File: src/hdl/lgs_ram.sv
// Generic single-port-write, single-port-read RAM with registered read data.
// No dependencies.
module lgs_ram #(
  parameter int WIDTH = 8,
  parameter int DEPTH = 16
) (
  input  logic                     clk,
  input  logic                     we,
  input  logic [$clog2(DEPTH)-1:0] waddr,
  input  logic [WIDTH-1:0]         wdata,
  input  logic [$clog2(DEPTH)-1:0] raddr,
  output logic [WIDTH-1:0]         rdata
);

  logic [WIDTH-1:0] mem [DEPTH];

  always_ff @(posedge clk) begin
    if (we) begin
      mem[waddr] <= wdata;
    end
    rdata <= mem[raddr];
  end

endmodule

File: config.mk
export PLATFORM = sky130hd
export DESIGN_NAME = lgs_ram
export DESIGN_NICKNAME = d
export VERILOG_FILES = /design/src/hdl/lgs_ram.sv
export SDC_FILE = /design/constraint.sdc
export NUM_CORES = 1
export LEC_CHECK = 0
export BUFFER_PORTS_ARGS = -buffer_cell sky130_fd_sc_hd__buf_2
export CORE_MARGIN = 2
export CORE_UTILIZATION = 40
export DETAILED_ROUTE_END_ITERATION = 10
export PLACE_DENSITY = 0.55
export SETUP_SLACK_MARGIN = 0.02
export SLEW_MARGIN = 5
export SYNTH_ARGS = -nofsm -noshare
export SYNTH_HDL_FRONTEND = slang
export SYNTH_SLANG_ARGS = --single-unit
File: constraint.sdc
create_clock -name clk -period 1.94 [get_ports clk]
set_input_delay 0.194 -clock clk [delete_from_list [all_inputs] [get_ports clk]]
set_output_delay 0.194 -clock clk [all_outputs]
set_load 0.02 [all_outputs]
After elaboration in Yosys (flattened, before gate mapping)
Memory sizes are Yosys's and may differ from the RTL's. A register that Yosys moved wholly into a read port is not among the register bits.
Index checks and enable logic that the tools add are counted.
W data, S select, Z words.
{ "totals": {"out_inout_bits": 8, "reg_bits": 0, "wordCells": 3, "input_bits": 18, "romBits": 0, "memories": 1, "latchBits": 0, "mem_bits_rw": 128} }
{ "classes": {"mul": 0, "n_bitwise": 0, "n_reduce_logical": 0, "eq_ne": 0, "addsub": 0, "div_mod_pow": 0, "shifts": 0, "mux": 2, "magnitude_cmp": 0} }
{ "memory_table": {"columns": ["name", "words", "word_bits", "read_ports", "rd_ports_with_merged_regs", "write_ports", "line", "rtl"], "rows": [
  ["mem", 16, 8, 1, 1, 1, "15", "logic [WIDTH-1:0] mem [DEPTH];"]
]} }
{ "op_table": {"columns": ["cell", "n"], "rows": [
  ["$mux W1", 2]
]} }

Logic depth before layout (Yosys ltp)
{ "logic_depth": {"word_depth": 2, "ltp_mapped": 5, "ltp_nobuf": 3} }

Worst setup path after synthesis
No wires, ideal clock.
{ "synth_timing": {"kind": "input port to flip-flop", "start": "input port waddr[2]", "end": "memory mem[0][0] (enable)", "setup_time_ns": 0.383, "setup_slack_ns": 0.253, "arrival_ns": 1.304, "required_time_ns": 1.557, "n_path_buf": 0, "stages": 2, "path_cell_list": "or3b_2 -> nor3_1"} }
{ "synth_rtl": {"columns": ["item", "line", "rtl"], "rows": [
  ["from (decl)", "9", "input logic [$clog2(DEPTH)-1:0] waddr,"],
  ["to (decl)", "15", null]
]} }
No word-level cell before the write port.

==> impl_results.md <==
* Ranking of synthesized cells by area: edfxtp_1 (75%), mux4_2 (7.9%), mux4_1 (7.1%)
* Max Clock Skew at 0.005192 ns
* Mapped Area at 5147 um2
* Clk slew on worst S/H paths at 0.06 ns
* Grt ovf at 0
* Crit path max fanout at 1
* Peak supply drop at 0.5600 mV
* Reg2reg end: rdata[0]$_DFF_P_
* Tightest Pin Transition at 0.4194 ns
* Multi-input gate area at 1057 um2
* Initial Util at 40.96%
* Layout area overhead at 20.03%
* CTS Hold Bufs at 0
* Post-synthesis cell count at 229
* Critical path class: reg2reg
* FF+latch area at 4004 um2
* Via-per-instance ratio at 5.072
* Port buffer count at 25
* Worst setup path endpoint: rdata[0]$_DFF_P_
* Fraction of the mapped netlist area in compound gates at 2.333%
* Die area at 13,790 um2
* Core Util, Final at 49.16%
* Largest net degree at the start of global routing at 33
* Min-Delay Path Class: in2reg
* F_max at 724.9 MHz
* Root Driver: clkbuf_16
* Leak at 0.002106 uW
* DR iter-0 viols at 170
* All-Layer GR Usage at 15.80%
* GPL Wtd Cong at 0.7212
* Max incr delay on CP at 0.55 ns
* Antenna-violating nets left at 0
* 1st-pass router iterations at 4
* Final slew viol count at 0
* Reg2Reg Launch Point: mem[4][0]$_DFFE_PP_
* Max_cap viols at 0
* Die height at 117.4 um
* CTS-repair resized insts at 0
* Simple-gate share of the synthesized area at 3.184%
* Slowest CP cell: mux4_1
* First-pass GRT wire length at 15.44 mm
* Fin Setup TNS at 0 ns
* DRC at 0
* CP arrival at 1.66 ns
* CP Launch Type: register
* Setup-failing EPs final at 0
* Unrepaired setup endpoints after global routing: false
* Ys async rst share at 0%
* FP Rows at 41
* Number of CTS-inserted buffers at 17
* Synth top cells by count: edfxtp_1 (128), mux4_2 (18), a22oi_1 (16), mux4_1 (14), nor2_1 (13)
* Fillers at 1,018
* Worst relative slew slack at 72.04%
* Synth area leader: edfxtp_1
* Layout cells sized above 1 at 31.31%
* Via count at 2,379
* Crit path from: mem[4][0]$_DFFE_PP_
* Post-synth top area share at 74.67%
* Final period util at 71.11%
* Worst reg-to-reg path cell count at 3
* Final worst path period need at 1.380 ns
* WL per Instance at 21.16 um
* CP Capture Type: register
* Avg Cell Area, Syn at 22.48 um2
* Clock Tree Buf Depth at 2
* Core area at 12,570 um2
* Hold Vio Cnt, Final at 0
* Required @ worst endpoint at 2.22 ns
* Post-synthesis mux area share at 15.02%
* Mapped Nets at 247
* Crit-path cells: mux4_1 -> a22oi_1 -> nand2_1
* Largest family of logic cells by synthesized area: multiplexers
* EDFF count, synth at 128
* Clock Sink Count at 136
* Yosys reg bits at 136
* Initial antenna violation count at 0
* Top-count cell post-synth: edfxtp_1
* H-tree levels at 4
* Xor and xnor area share after synthesis at 0%
* Number of global-route vias before repair at 2,572
* Adder-Cell Fraction of Synth Area at 0%
* Unique masters post-synth at 19
* Post-detail-place hpwl at 6.301 mm
* Syn. warnings at 0
* Antenna diodes at 0
* I/O Pins at 26
* PD cells at 1096 nW/um2
* CTS tree: done
* Final net count at 302
* Post-CTS Setup Bufs at 0
* Status: complete, no violations
* Die W at 117.4 um
* Register area share after synthesis at 77.78%
* Routed WL at 9.925 mm
* Register-to-register setup slack at 0.56 ns
* Clock Latency Late Sink at 0.41 ns
* Dominant synthesized flop cell: edfxtp_1
-- where the power goes --
| group | internal [uW] | leakage [uW] | switching [uW] | total (uW) |
|---|---|---|---|---|
| registers | 3290 | 0.00122 | 20.1 | 3310 |
| clock network | 2040 | 0.000287 | 1090 | 3130 |
| logic | 138 | 0.000595 | 195 | 333 |
-- cells in the final DEF (no fill, tap or decap) --
master,instances
buf_2,25
and2_1,1
mux4_1,14
bufinv_16,3
buf_4,18
nor2b_1,1
clkinv_2,6
edfxtp_1,128
nand3b_1,2
and2b_1,1
nand2_1,9
buf_12,3
clkbuf_8,1
nand3_1,1
nor2_1,13
a22oi_1,16
nor3_1,4
clkbuf_1,4
clkbuf_16,17
dfxtp_1,8
nand2b_1,2
mux4_2,18
or3b_2,1
clkinvlp_4,1
-- cells by family after synthesis --
logic type             after synthesis
flip-flops                         136
AND/OR/NAND/NOR                     35
multiplexers                        32
AO/OA/AOI/OAI                       16
buffers and inverters               10
-- cell type report --
type	count	share of cell area [%]
clock buffers	22	7.351
clock inverters	10	2.066
multi-input cells	83	17.11
flip-flops and latches	136	64.80
well taps	172	3.483
repair buffers	46	5.184
-- state kept, by name (all words and copies together), names as in the netlist --
register,flops
mem,128
rdata,8
-- worst min-delay path by stage --
| stage | start | cells after the start | end | slack, ns |
|---|---|---|---|---|
| CTS | wdata[4] | 1 | mem[1][4]$_DFFE_PP_ | 0.17 |
| finish | wdata[4] | 1 | mem[2][4]$_DFFE_PP_ | 0.18 |
| global route | wdata[3] | 1 | mem[0][3]$_DFFE_PP_ | 0.18 |
| detailed placement | wdata[7] | 1 | mem[5][7]$_DFFE_PP_ | 0.60 |
| floorplan | wdata[0] | 0 | mem[0][0]$_DFFE_PP_ | 0.29 |
| global placement | wdata[3] | 1 | mem[14][3]$_DFFE_PP_ | 0.59 |
-- metrics by stage --
step	hold slack [ns]	instances	setup slack, ns	area, um2	total power, uW
floorplan	0.2929	229	0.2531	5147	3551
global placement	0.5938	437	0.2726	5597	3700
detailed placement	0.6022	437	0.2682	5597	3705
CTS	0.1703	469	0.5402	6178	6838
global route	0.1801	469	0.5134	6178	7003
finish	0.1825	469	0.5605	6178	6769
-- per-layer routing --
metal / up-vias / GRT usage, % / wire, um
li1: 1083 / - / -
met1: 1218 / 21.24 / 4418
met2: 70 / 24.89 / 4961
met3: 8 / 4.280 / 417
met4: 0 / 5.873 / 128
met5: - / 0 / 0
-- critical path: cells and delay by family, from the launching register on --
| kind | cells | cell delay (ns) |
|---|---|---|
| multiplexers | 1 | 0.55 |
| flip-flops | 1 | 0.36 |
| AO/OA/AOI/OAI | 1 | 0.24 |
| AND/OR/NAND/NOR | 1 | 0.10 |
Power figures use the tool's default switching activity.
